==> config.mk <==
export PLATFORM = sky130hd
export DESIGN_NAME = mlrs_ctrl
export DESIGN_NICKNAME = d
export VERILOG_FILES = /design/src/rtl/mlrs_pkg.sv /design/src/rtl/mlrs_ctrl.sv
export SDC_FILE = /design/constraint.sdc
export NUM_CORES = 1
export LEC_CHECK = 0
export ABC_AREA = 1
export BUFFER_PORTS_ARGS = -buffer_cell sky130_fd_sc_hd__buf_2
export CELL_PAD_IN_SITES_DETAIL_PLACEMENT = 0
export CELL_PAD_IN_SITES_GLOBAL_PLACEMENT = 1
export CORE_MARGIN = 1.5
export CORE_UTILIZATION = 27
export CTS_BUF_LIST = sky130_fd_sc_hd__clkbuf_16
export CTS_CLUSTER_DIAMETER = 120
export DETAILED_ROUTE_END_ITERATION = 7
export PLACE_DENSITY = 0.78
export SLEW_MARGIN = 20
export SYNTH_ARGS = -nofsm -noshare
export SYNTH_HDL_FRONTEND = slang
export SYNTH_SLANG_ARGS = --single-unit
==> constraint.sdc <==
create_clock -name clk -period 3.6 [get_ports clk]
set_clock_uncertainty 0.1 [all_clocks]
set_input_delay 0.72 -clock clk [delete_from_list [all_inputs] [get_ports clk]]
set_output_delay 0.72 -clock clk [all_outputs]
set_load 0.05 [all_outputs]
==> src/rtl/mlrs_pkg.sv <==
// Shared types, sizes and codes of the mutual list relation scan block.
// Used by the controller, the datapath and the top level; depends on nothing.
package mlrs_pkg;

    localparam int SLOTS       = 1024;
    localparam int MAX_FRIENDS = 16;
    localparam int MAX_REJECTS = 16;
    localparam int MAX_MATCHES = 32;

    localparam int ID_W    = 31;
    localparam int SLOT_PW = 10;
    localparam int OP_W    = 2;
    localparam int VIEW_W  = 4;

    localparam int SLOT_W = $clog2(SLOTS);
    localparam int FCNT_W = $clog2(MAX_FRIENDS + 1);
    localparam int RCNT_W = $clog2(MAX_REJECTS + 1);
    localparam int FIDX_W = (MAX_FRIENDS > 1) ? $clog2(MAX_FRIENDS) : 1;
    localparam int RIDX_W = (MAX_REJECTS > 1) ? $clog2(MAX_REJECTS) : 1;
    localparam int MC_W   = $clog2(MAX_MATCHES + 1);

    localparam logic [OP_W-1:0] OP_START  = 2'd0;
    localparam logic [OP_W-1:0] OP_FRIEND = 2'd1;
    localparam logic [OP_W-1:0] OP_REJECT = 2'd2;
    localparam logic [OP_W-1:0] OP_QUERY  = 2'd3;

    localparam logic RD_ITEM = 1'b0;
    localparam logic RD_PEER = 1'b1;

    typedef struct packed {
        logic [ID_W-1:0]   id;
        logic [FCNT_W-1:0] fcnt;
        logic [RCNT_W-1:0] rcnt;
        logic              fclosed;
        logic              rclosed;
    } slot_word_t;

    typedef logic [MAX_FRIENDS-1:0][ID_W-1:0] frow_t;
    typedef logic [MAX_REJECTS-1:0][ID_W-1:0] rrow_t;

    typedef struct packed {
        logic clr_we;
        logic cap;
        logic rd_en;
        logic rd_sel;
        logic wr_slot;
        logic q_init;
        logic load_me;
        logic p_inc;
        logic push;
        logic final_emit;
    } cmd_t;

    typedef struct packed {
        logic            clr_done;
        logic            in_range;
        logic [OP_W-1:0] op;
        logic            p_last;
        logic            hit;
        logic            m_last;
        logic            pend_v;
        logic            out_vld;
    } status_t;

endpackage

==> src/rtl/mlrs_ctrl.sv <==
// Controller state machine of the relation scan block.
// Depends on mlrs_pkg for the command and status structs and operation codes.
module mlrs_ctrl (
    input  logic              clk,
    input  logic              rst_n,
    input  logic              in_valid,
    output logic              in_stall,
    input  logic              out_stall,
    input  mlrs_pkg::status_t st,
    output mlrs_pkg::cmd_t    cmd
);
    import mlrs_pkg::*;

    localparam logic [3:0] S_CLEAR  = 4'd0;
    localparam logic [3:0] S_IDLE   = 4'd1;
    localparam logic [3:0] S_WSTART = 4'd2;
    localparam logic [3:0] S_WRD    = 4'd3;
    localparam logic [3:0] S_WWR    = 4'd4;
    localparam logic [3:0] S_QRD    = 4'd5;
    localparam logic [3:0] S_QLD    = 4'd6;
    localparam logic [3:0] S_SRD    = 4'd7;
    localparam logic [3:0] S_SEV    = 4'd8;
    localparam logic [3:0] S_FINAL  = 4'd9;

    logic [3:0] state_reg;
    logic [3:0] state_next;
    logic       out_free;

    assign out_free = !st.out_vld || !out_stall;
    assign in_stall = (state_reg != S_IDLE);

    always_comb
    begin
        cmd        = '0;
        state_next = state_reg;
        case (state_reg)
            S_CLEAR:
            begin
                cmd.clr_we = 1'b1;
                if (st.clr_done)
                    state_next = S_IDLE;
            end
            S_IDLE:
            begin
                if (in_valid)
                begin
                    cmd.cap    = 1'b1;
                    state_next = S_QRD;
                end
            end
            S_QRD:
            begin
                // The captured item is decoded here, in the cycle after its transfer.
                if (st.op == OP_START)
                    state_next = S_WSTART;
                else if (st.op != OP_QUERY)
                begin
                    cmd.rd_en  = 1'b1;
                    cmd.rd_sel = RD_ITEM;
                    state_next = S_WWR;
                end
                else if (!st.in_range)
                    state_next = S_FINAL;
                else
                begin
                    cmd.rd_en  = 1'b1;
                    cmd.rd_sel = RD_ITEM;
                    cmd.q_init = 1'b1;
                    state_next = S_QLD;
                end
            end
            S_WSTART:
            begin
                cmd.wr_slot = 1'b1;
                state_next  = S_IDLE;
            end
            S_WRD:
            begin
                state_next = S_WWR;
            end
            S_WWR:
            begin
                cmd.wr_slot = 1'b1;
                state_next  = S_IDLE;
            end
            S_QLD:
            begin
                cmd.load_me = 1'b1;
                state_next  = S_SRD;
            end
            S_SRD:
            begin
                cmd.rd_en  = 1'b1;
                cmd.rd_sel = RD_PEER;
                state_next = S_SEV;
            end
            S_SEV:
            begin
                if (!(st.hit && st.pend_v && !out_free))
                begin
                    cmd.push = st.hit;
                    if (st.p_last || (st.hit && st.m_last))
                        state_next = S_FINAL;
                    else
                    begin
                        cmd.p_inc  = 1'b1;
                        state_next = S_SRD;
                    end
                end
            end
            S_FINAL:
            begin
                if (out_free)
                begin
                    cmd.final_emit = 1'b1;
                    state_next     = S_IDLE;
                end
            end
            default:
            begin
                state_next = S_IDLE;
            end
        endcase
    end

    always_ff @(posedge clk or negedge rst_n)
    begin
        if (!rst_n)
            state_reg <= S_CLEAR;
        else
            state_reg <= state_next;
    end

endmodule

# After elaboration in Yosys (flattened, before gate mapping)
# Cells that the tools add are included.
# word_totals
ff_bits,4
memories,0
elab_cells,55
ram_bits,0
inputBits,13
romBits,0
latchBits,0
output_inout_bits,11
# classes
n_reduce_logical,12
n_div,0
eq_ne,15
shifts,0
multipliers,0
n_mux,27
n_addsub,0
order_cmp,0
bitwise_logic,0
# op_table
operator,n
$mux 4,8
$pmux 4 s8,1
$eq 4x3->1 const B,4
$mux 1,12
$mux 2,5
$ne 2x2->1 const B,5
$eq 4x2->1 const B,2
$eq 4x4->1 const B,2
$eq 4x1->1 const B,1
$logic_not 4->1,1
$ne 4x1->1 const B,1
$pmux 2 s2,1
$reduce_and 4->1,1
$logic_and 1x1->1,3
$logic_not 1->1,3
$logic_not 2->1,1
$logic_or 1x1->1,2
$reduce_or 2->1,1

# Depth between registers and ports, before layout
# Gate-level depths: netlist of the first run.
# depth
word_depth,6
ltp_mapped,8
mapped_depth_nobuf,8

# Worst setup path after synthesis of the first run
# OpenSTA, ideal clock, no wires.
# synth_timing
kind,input port to output port
startpoint,in out_stall
endpoint,out cmd[1] (netlist name)
path_slack_ns,0.768
path_buffers,0
required_ns,2.780
t_arrival_ns,2.012
stages,3
cell_sequence,nand2_1 > nor2_1 > nor3b_1
# synth_rtl
item,line,rtl
from (decl),mlrs_ctrl.sv:8,"input logic out_stall,"
to (decl),mlrs_ctrl.sv:10,output mlrs_pkg::cmd_t cmd

==> flow_summary.json, run 1 <==
{
  "status": "completed",
  "critical_path_required_ps": 2780,
  "drt_first_pass_iters": 4,
  "p_int_w": 0.000284,
  "vdd_drop_max_v": 0.000475,
  "path_max_fanout": 6,
  "post_cts.repair.setup_buffers": 0,
  "most-common-layout-cells": "nand2_1 (23), buf_2 (23), nor2_1 (19), inv_1 (10), nand3_1 (9)",
  "p_sw_share_pct": 50.0,
  "ys_seq_area_share_pct": 23.3,
  "cp-start-kind": "flop",
  "power.leakage_nw": 0.421,
  "syn_nets": 94,
  "synthesis.area_sq_um": 430,
  "hp-class": "in2async",
  "fill_cells": 178,
  "cts_root_buffer": "clkbuf_16",
  "wl_per_cell_um": 9.55,
  "critPathBufInv": 2,
  "n_antenna_cell": 0,
  "regArea_sq_um": 100,
  "viasPerCell": 4.59,
  "worst_setup_path_end_kind": "primary output",
  "cts_hold_buf": 0,
  "crit_type": "reg2out",
  "ys_warn_count": 0,
  "die_area_sq_mm": 0.00184,
  "io-pin-count": 24,
  "antenna_found_initial": 0,
  "avgSynthCellArea_sq_um": 5.31,
  "numCtsBuffers": 3,
  "die_height_um": 42.9,
  "multi_input_area_sq_um": 282,
  "max_stage_delay_ps": 430,
  "layout-drive-gt1-share_pct": 30.8,
  "drtIter0Drc": 19,
  "fmax_mhz": 421,
  "place_ws_ps": 1280,
  "grt_pass1_vias": 472,
  "slowest_stage": "dfrtp_1",
  "areaGrowthSynthToFinish_pct": 48.8,
  "finalCritPeriodShare_pct": 65.9,
  "clk_path_buf_depth": 2,
  "cpMostUsedCell": "nor2_1",
  "synth_cells": 81,
  "grt_max_degree": 7,
  "cp.arrival_ps": 1550,
  "tightest_slew_ps": 264,
  "initial_core_util_pct": 28.6,
  "io_buffers": 23,
  "dpl-instance-area_sq_um": 566,
  "comb_power_share_pct": 54.6,
  "fin_ws_ps": 1230,
  "utilization_pct": 42.5,
  "crit_chain": "inv_2, nand2_2, nor2_1, nand2_1, nor2_1, buf_2",
  "maxSlewViolCount": 0,
  "pwr-share-seq_pct": 14.9,
  "setup_viol": 0,
  "coreArea_sq_mm": 0.00151,
  "max_cap_viol_count": 0,
  "cts_resized": 0,
  "max_slew_margin_pct": 82.3,
  "die_width_um": 42.9,
  "fin_setup_tns_ps": 0,
  "tritoncts": "yes",
  "clkSinkCount": 4,
  "clkPwrFrac_pct": 30.5,
  "path_clk_slew_ps": 30,
  "largest_reg_flops": 4,
  "dp.final_hpwl_um": 958,
  "final_area_sq_um": 641,
  "wirelength_um": 1180,
  "ys_types": 16,
  "hold_viol": 0,
  "clk_latency_ps": 220,
  "fin_nets": 122,
  "cp_top_family": "simple AND/OR/NAND/NOR gates",
  "rows": 14,
  "num_vias": 564,
  "antenna_left": 0,
  "period_needed_ps": 2370,
  "rsz0062_at_grt": "false",
  "htree_levels": 1,
  "p_per_area_mw_per_mm2": 886,
  "synth-seq-cells": 4,
  "grt_use_total_pct": 13.8,
  "switching_power_w": 0.000284,
  "grt_overflow": 0,
  "routabilityCongestion": 0.798,
  "drcViolationCount": 0,
  "grt_pass1_wl_um": 1900
}
[power by group through the flow]
| stage | registers [W] | clock network [W] | logic [W] |
|---|---|---|---|
| floorplan | 0.0000793 | 0 | 0.000250 |
| global placement | 0.0000847 | 0 | 0.000313 |
| detailed placement | 0.0000852 | 0 | 0.000309 |
| CTS | 0.0000844 | 0.000176 | 0.000311 |
| global route | 0.0000879 | 0.000183 | 0.000341 |
| finish | 0.0000846 | 0.000173 | 0.000310 |
[cell type report]
type	instances	share of cell area [%]
repair buffers	23	18.0
inverters	13	7.62
clock buffers	3	11.7
well taps	16	3.13
multi-input cells	64	43.9
flip-flops and latches	4	15.6
[stage by stage]
step	power (W)	hold WS (ps)	std cells
after floorplan	0.000329	324	81
final	0.000568	196	123
after global routing	0.000612	199	123
after detailed placement	0.000395	425	120
after global placement	0.000398	423	120
after CTS	0.000572	196	123
[path summary, 6_finish.rpt]
| path | slack [ps] | to | depth (start not counted) | start |
|---|---|---|---|---|
| max in group asynchronous | 3080 | state_reg[0]$_DFFE_PN0P_ | 1 | rst_n |
| setup reg to reg | 2140 | state_reg[1]$_DFFE_PN0P_ | 8 | state_reg[1]$_DFFE_PN0P_ |
| hold reg to reg | 710 | state_reg[3]$_DFFE_PN0P_ | 5 | state_reg[2]$_DFFE_PN0P_ |
| hold / removal | 200 | state_reg[2]$_DFFE_PN0P_ | 1 | rst_n |
| setup / recovery | 1230 | cmd[2] | 6 | state_reg[1]$_DFFE_PN0P_ |
| min in group clk | 710 | state_reg[3]$_DFFE_PN0P_ | 5 | state_reg[2]$_DFFE_PN0P_ |
[synthesized netlist by cell type]
cell / instances / area share, %
nor2_1: 19 / 17
nor3b_1: 1 / 1.7
nor2_2: 1 / 1.5
a21oi_1: 1 / 1.2
inv_1: 10 / 8.7
o21ai_0: 1 / 1.2
inv_2: 3 / 2.6
nand2_2: 2 / 2.9
nand3_1: 9 / 10
or2_2: 1 / 1.5
nor3_1: 2 / 2.3
dfrtp_1: 4 / 23
nand4_1: 2 / 2.9
o22ai_1: 1 / 1.5
nand3b_1: 1 / 1.7
nand2_1: 23 / 20
[layer usage]
| layer | global-route usage, % | wire length (um) |
|---|---|---|
| met1 | 18.1 | 541 |
| met2 | 20.6 | 534 |
| met3 | 6.38 | 73 |
| met4 | 2.50 | 25 |
| met5 | 0 | 0 |
[cell families (layout without fill, tap and decap cells)]
group | Yosys count | count (layout) | synth area share (%)
flops | 4 | 4 | 23.3
compound gates | 3 | 3 | 3.78
simple gates | 61 | 61 | 61.6
buf+inv | 13 | 39 | 11.3
No activity file was read; power rests on OpenSTA's default activity.
==> run 2: changes to the inputs <==
--- a/config.mk
+++ b/config.mk
@@ -10,11 +10,11 @@
 export CELL_PAD_IN_SITES_DETAIL_PLACEMENT = 0
 export CELL_PAD_IN_SITES_GLOBAL_PLACEMENT = 1
 export CORE_MARGIN = 1.5
-export CORE_UTILIZATION = 27
+export CORE_UTILIZATION = 23
 export CTS_BUF_LIST = sky130_fd_sc_hd__clkbuf_16
 export CTS_CLUSTER_DIAMETER = 120
 export DETAILED_ROUTE_END_ITERATION = 7
-export PLACE_DENSITY = 0.78
+export PLACE_DENSITY = 0.7
 export SLEW_MARGIN = 20
 export SYNTH_ARGS = -nofsm -noshare
 export SYNTH_HDL_FRONTEND = slang
==> constraint.sdc (replaced) <==
create_clock -name clk -period 1.93 [get_ports clk]
set_clock_uncertainty 0.1 [all_clocks]
set_input_delay 0.386 -clock clk [delete_from_list [all_inputs] [get_ports clk]]
set_output_delay 0.386 -clock clk [all_outputs]
set_load 0.05 [all_outputs]
==> run 2 against run 1 <==
Against the previous run:
- via count decreased by 0.53%
- final cell count up 9.8%
- design area rose by 13%
- critical endpoint is now cmd[1]
==> flow_summary.json, run 2 (same netlist as run 1, synthesis figures left out) <==
{
  "rows": 15,
  "cp-start-kind": "flop",
  "dpl-instance-area_sq_um": 617,
  "antenna_found_initial": 0,
  "period_needed_ps": 1860,
  "clk_path_buf_depth": 2,
  "initial_core_util_pct": 24.7,
  "drcViolationCount": 0,
  "path_clk_slew_ps": 30,
  "r2r_start": "state_reg[2]$_DFFE_PN0P_",
  "fmax_mhz": 539,
  "maxSlewViolCount": 0,
  "wl_per_cell_um": 9.75,
  "crit_type": "reg2out",
  "critical_path_required_ps": 1440,
  "io_buffers": 23,
  "status": "completed",
  "grt_pass1_wl_um": 1970,
  "post_cts.repair.setup_buffers": 0,
  "p_per_area_mw_per_mm2": 1570,
  "tightest_slew_ps": 274,
  "clk_latency_ps": 230,
  "setup_viol": 0,
  "regToRegSetupSlack_ps": 530,
  "finalCritPeriodShare_pct": 96.2,
  "cp.arrival_ps": 1370,
  "vdd_drop_max_v": 0.000816,
  "num_vias": 561,
  "antenna_left": 0,
  "grt_use_total_pct": 13.4,
  "io-pin-count": 24,
  "hp-class": "in2async",
  "cts_root_buffer": "clkbuf_16",
  "final_common_cell": "nand2_1",
  "drt_first_pass_iters": 3,
  "fin_nets": 125,
  "max_cap_viol_count": 0,
  "numCtsBuffers": 3,
  "grt_pass1_vias": 493,
  "tritoncts": "yes",
  "r2r-end": "state_reg[2]$_DFFE_PN0P_",
  "die_area_sq_mm": 0.00214,
  "power.leakage_nw": 0.440,
  "die_width_um": 46.3,
  "worstSetupStartpoint": "state_reg[2]$_DFFE_PN0P_",
  "clkSinkCount": 4,
  "fin_setup_tns_ps": 0,
  "fin_ws_ps": 73.2,
  "largest_reg_flops": 4,
  "areaGrowthSynthToFinish_pct": 68.9,
  "drtIter0Drc": 6,
  "max_slew_margin_pct": 81.7,
  "dp.final_hpwl_um": 1050,
  "path_max_fanout": 6,
  "final_area_sq_um": 727,
  "wirelength_um": 1320,
  "grt_overflow": 0,
  "routabilityCongestion": 0.765,
  "utilization_pct": 41.6,
  "hold_viol": 0,
  "most-common-layout-cells": "nand2_1 (22), buf_2 (18), nor2_1 (15), inv_1 (9), nand3_1 (9)",
  "rsz0062_at_grt": "true",
  "grt_max_degree": 7,
  "htree_levels": 1,
  "layout-drive-gt1-share_pct": 40.9,
  "worst_setup_path_end_kind": "primary output",
  "rr_worst_depth": 9,
  "n_antenna_cell": 0,
  "coreArea_sq_mm": 0.00175,
  "viasPerCell": 4.16,
  "place_ws_ps": 181,
  "die_height_um": 46.3
}
run 2: cell types whose count changed in the layout (fill, tap and decap cells not counted), moves of 2 or more:
cell      delta
nor3_2       +2
buf_4        +4
nor2_2       +3
nor2_1       -4
nor3_1       -2
clkbuf_4     +2
buf_2        -5
run 2: metrics by stage:
stage / power, W / cells / hold slack [ps]
after floorplan: 0.000634 / 81 / -9.59
after global placement: 0.000781 / 131 / 91.9
after detailed placement: 0.000772 / 131 / 91.3
after CTS: 0.00113 / 135 / 389
after global routing: 0.00121 / 135 / 396
final: 0.00114 / 135 / 393
run 2: critical path: stages (launching register included):
cell and delay, ps:
dfrtp_1 440, nor2_1 170, nand2_1 100, nor3b_2 150, buf_2 280
run 2: worst max path at each step:
stage / endpoint / depth (start not counted) / slack (ps)
2_1_floorplan: cmd[5] / 3 / 20
4_1_cts: cmd[2] / 6 / 10
3_3_place_gp: cmd[7] / 6 / 200
5_1_grt: cmd[7] / 6 / -2
6_report: cmd[1] / 4 / 70
3_5_place_dp: cmd[7] / 6 / 180
run 2: repair_timing:
item,in CTS,in global routing
resized for setup,3,9
hold buffers,1,0
pin swaps,0,1
hold endpoints to repair,4,0
endpoints found under the setup margin,2,5
run 2: area by class of cell:
cell class | count | area [sq um]
tap | 25 | 31.3
multi-input combinational | 64 | 314
inverter | 13 | 48.8
clock buffer | 3 | 75.1
fill | 201 | 1020
timing repair buffer | 26 | 156
sequential | 4 | 101
run 2: where the power goes:
part	leakage (nW)	switching (W)	internal, W	total (W)
clock	0.0370	0.0000620	0.000265	0.000327
sequential	0.0506	0.0000454	0.000116	0.000161
combinational	0.352	0.000467	0.000188	0.000655
run 2: routing by layer:
metal	track usage [%]	share of wire (%)	wire [um]
met1	14.8	44	576
met2	24.2	53	700
met3	2.35	1.5	20
met4	6.86	1.4	18
met5	0	0	0
==> run 3: changes to the inputs <==
--- a/config.mk
+++ b/config.mk
@@ -5,13 +5,11 @@
 export SDC_FILE = /design/constraint.sdc
 export NUM_CORES = 1
 export LEC_CHECK = 0
-export ABC_AREA = 1
 export BUFFER_PORTS_ARGS = -buffer_cell sky130_fd_sc_hd__buf_2
 export CELL_PAD_IN_SITES_DETAIL_PLACEMENT = 0
 export CELL_PAD_IN_SITES_GLOBAL_PLACEMENT = 1
 export CORE_MARGIN = 1.5
-export CORE_UTILIZATION = 23
-export CTS_BUF_LIST = sky130_fd_sc_hd__clkbuf_16
+export CORE_UTILIZATION = 25
 export CTS_CLUSTER_DIAMETER = 120
 export DETAILED_ROUTE_END_ITERATION = 7
 export PLACE_DENSITY = 0.7
==> run 3 against run 2 <==
Against the previous run:
- total power shrank 22%
- global-route usage grew 0.90 points
- design area shrank 3.3%
- flip-flop and latch count is the same
- critical endpoint is now cmd[7]
- sequential share of layout area grew 0.65 points
==> flow_summary.json, run 3 <==
{
  "status": "completed",
  "wirelength_um": 1240,
  "synthesis.area_sq_um": 423,
  "synth_top_area_share_pct": 23.7,
  "p_per_area_mw_per_mm2": 1260,
  "routabilityCongestion": 0.723,
  "clkSinkCount": 4,
  "viasPerCell": 4.97,
  "most-common-layout-cells": "buf_2 (16), buf_4 (16), nand2_1 (6), a21oi_1 (5), clkbuf_4 (5)",
  "power.leakage_nw": 0.334,
  "max_cap_viol_count": 0,
  "die_height_um": 44.1,
  "rsz0062_at_grt": "true",
  "coreArea_sq_mm": 0.00154,
  "cts_root_buffer": "clkbuf_4",
  "grt_pass1_vias": 482,
  "met2_usage_pct": 20.9,
  "die_area_sq_mm": 0.00195,
  "io_buffers": 23,
  "num_vias": 532,
  "fin_ws_ps": 23.4,
  "synth_edf_count": 0,
  "rr_worst_depth": 4,
  "grtUsageMet1_pct": 17.9,
  "critical_path_required_ps": 1440,
  "multi_input_area_sq_um": 318,
  "tritoncts": "yes",
  "yosysMostFrequentCell": "nand2_1",
  "ys_warn_count": 0,
  "syn_nets": 69,
  "synth_top_area_cell": "dfrtp_1",
  "grt_use_total_pct": 14.3,
  "grt_max_degree": 8,
  "regArea_sq_um": 103,
  "place_ws_ps": -33.0,
  "antenna_found_initial": 0,
  "cp.arrival_ps": 1420,
  "wl_per_cell_um": 11.6,
  "hold_viol": 0,
  "fill_cells": 176,
  "worstSetupStartpoint": "state_reg[0]$_DFFE_PN0P_",
  "grt_pass1_wl_um": 1970,
  "initial_core_util_pct": 27.4,
  "drtIter0Drc": 9,
  "ys_seq_area_share_pct": 23.7,
  "clk_latency_ps": 240,
  "synthFlopType": "dfrtp_1",
  "antenna_left": 0,
  "setup_viol": 0,
  "areaGrowthSynthToFinish_pct": 66.3,
  "synth_common_cells": "nand2_1 (6), a21oi_1 (5), nor2_1 (5), o21ai_0 (5), dfrtp_1 (4)",
  "rows": 14,
  "grt_use_met3_pct": 2.45,
  "finalCritPeriodShare_pct": 98.8,
  "ys_top_cells_by_area": "dfrtp_1 (24%), a21oi_1 (5.9%), o21ai_0 (5.9%)",
  "r2r-end": "state_reg[2]$_DFFE_PN0P_",
  "layout-drive-gt1-share_pct": 57.1,
  "grt_overflow": 0,
  "maxSlewViolCount": 0,
  "htree_levels": 1,
  "regToRegSetupSlack_ps": 390,
  "dp.final_hpwl_um": 951,
  "final_area_sq_um": 703,
  "hp-class": "in2async",
  "fin_nets": 106,
  "worst_setup_path_end_kind": "primary output",
  "drcViolationCount": 0,
  "crit_type": "reg2out",
  "n_antenna_cell": 0,
  "drt_first_pass_iters": 4,
  "synth-seq-cells": 4,
  "io-pin-count": 24,
  "synth_cells": 56,
  "busiest_layer": "met2",
  "path_max_fanout": 7,
  "avgSynthCellArea_sq_um": 7.55,
  "fin_setup_tns_ps": 0,
  "endpoint": "cmd[7]",
  "largest_reg_flops": 4,
  "vdd_drop_max_v": 0.000890,
  "tightest_slew_ps": 280,
  "max_slew_margin_pct": 81.2,
  "fmax_mhz": 524,
  "async_reset_ff_share_pct": 100,
  "ys_types": 28,
  "period_needed_ps": 1910,
  "numCtsBuffers": 3,
  "path_clk_slew_ps": 40,
  "die_width_um": 44.1,
  "clk_path_buf_depth": 2,
  "cp-start-kind": "flop",
  "dpl-instance-area_sq_um": 626,
  "report.power.total_w": 0.000889,
  "r2r_start": "state_reg[1]$_DFFE_PN0P_"
}
-- run 3: cell count changes in the layout (fill, tap and decap cells not counted), sizes merged, moves of 3 or more --
cell   change
nand2     -18
o21ai      +4
nor2      -15
nand3      -8
inv       -12
a21oi      +4
and2       +3
buf       +10
-- run 3: report_power, final --
part	switching [W]	leakage (nW)	total (W)	internal, W
Sequential	0.0000349	0.0485	0.000145	0.000110
Combinational	0.000386	0.272	0.000633	0.000248
Clock	0.0000399	0.0138	0.000110	0.0000699
Total	0.000460	0.334	0.000889	0.000428
-- run 3: logic make-up after synthesis --
| logic type | count (synthesis) | synth area share (%) |
|---|---|---|
| AND/OR/NAND/NOR | 31 | 42.6 |
| AO/OA/AOI/OAI | 15 | 22.5 |
| buffers and inverters | 5 | 9.17 |
| flip-flops | 4 | 23.7 |
| XOR/XNOR | 1 | 2.07 |
-- run 3: through the flow --
stage	cells	hold slack, ps	util (%)
floorplan	56	-9.59	-
global placement	102	91.3	40.6
detailed placement	102	92.8	40.6
CTS	106	367	44.4
global route	107	393	45.6
finish	107	368	45.6
-- run 3: routing by layer --
| layer | part of all wire [%] | vias up |
|---|---|---|
| met5 | 0 | - |
| met2 | 51 | 17 |
| met1 | 45 | 243 |
| met3 | 2.7 | 2 |
| li1 | - | 270 |
| met4 | 1.5 | 0 |
-- run 3: layout make-up --
| class | count | share of cell area, % |
|---|---|---|
| inverters | 1 | 0.534 |
| multi-input cells | 47 | 45.2 |
| well taps | 16 | 2.85 |
| repair buffers | 36 | 33.6 |
| flip-flops and latches | 4 | 14.6 |
| clock buffers | 3 | 3.20 |
-- run 3: repair_timing --
action                                 CTS  global route
hold buffers                             1             0
setup endpoints to repair                8             8
resized for setup                        9             6
endpoints found under the hold margin    4             0
buffers inserted                         0             1
-- run 3: worst min path at each step --
stage,to,depth (start not counted)
after global routing,state_reg[1]$_DFFE_PN0P_,2
after global placement,state_reg[0]$_DFFE_PN0P_,1
after CTS,state_reg[3]$_DFFE_PN0P_,2
after floorplan,state_reg[0]$_DFFE_PN0P_,0
after detailed placement,state_reg[0]$_DFFE_PN0P_,1
final,state_reg[1]$_DFFE_PN0P_,2
-- run 3: critical path, cell delays in order, from the launching register on --
cell,delay [ps]
dfrtp_2,450
nor2b_2,170
and2_1,170
o211ai_1,110
o21ai_1,120
buf_6,170
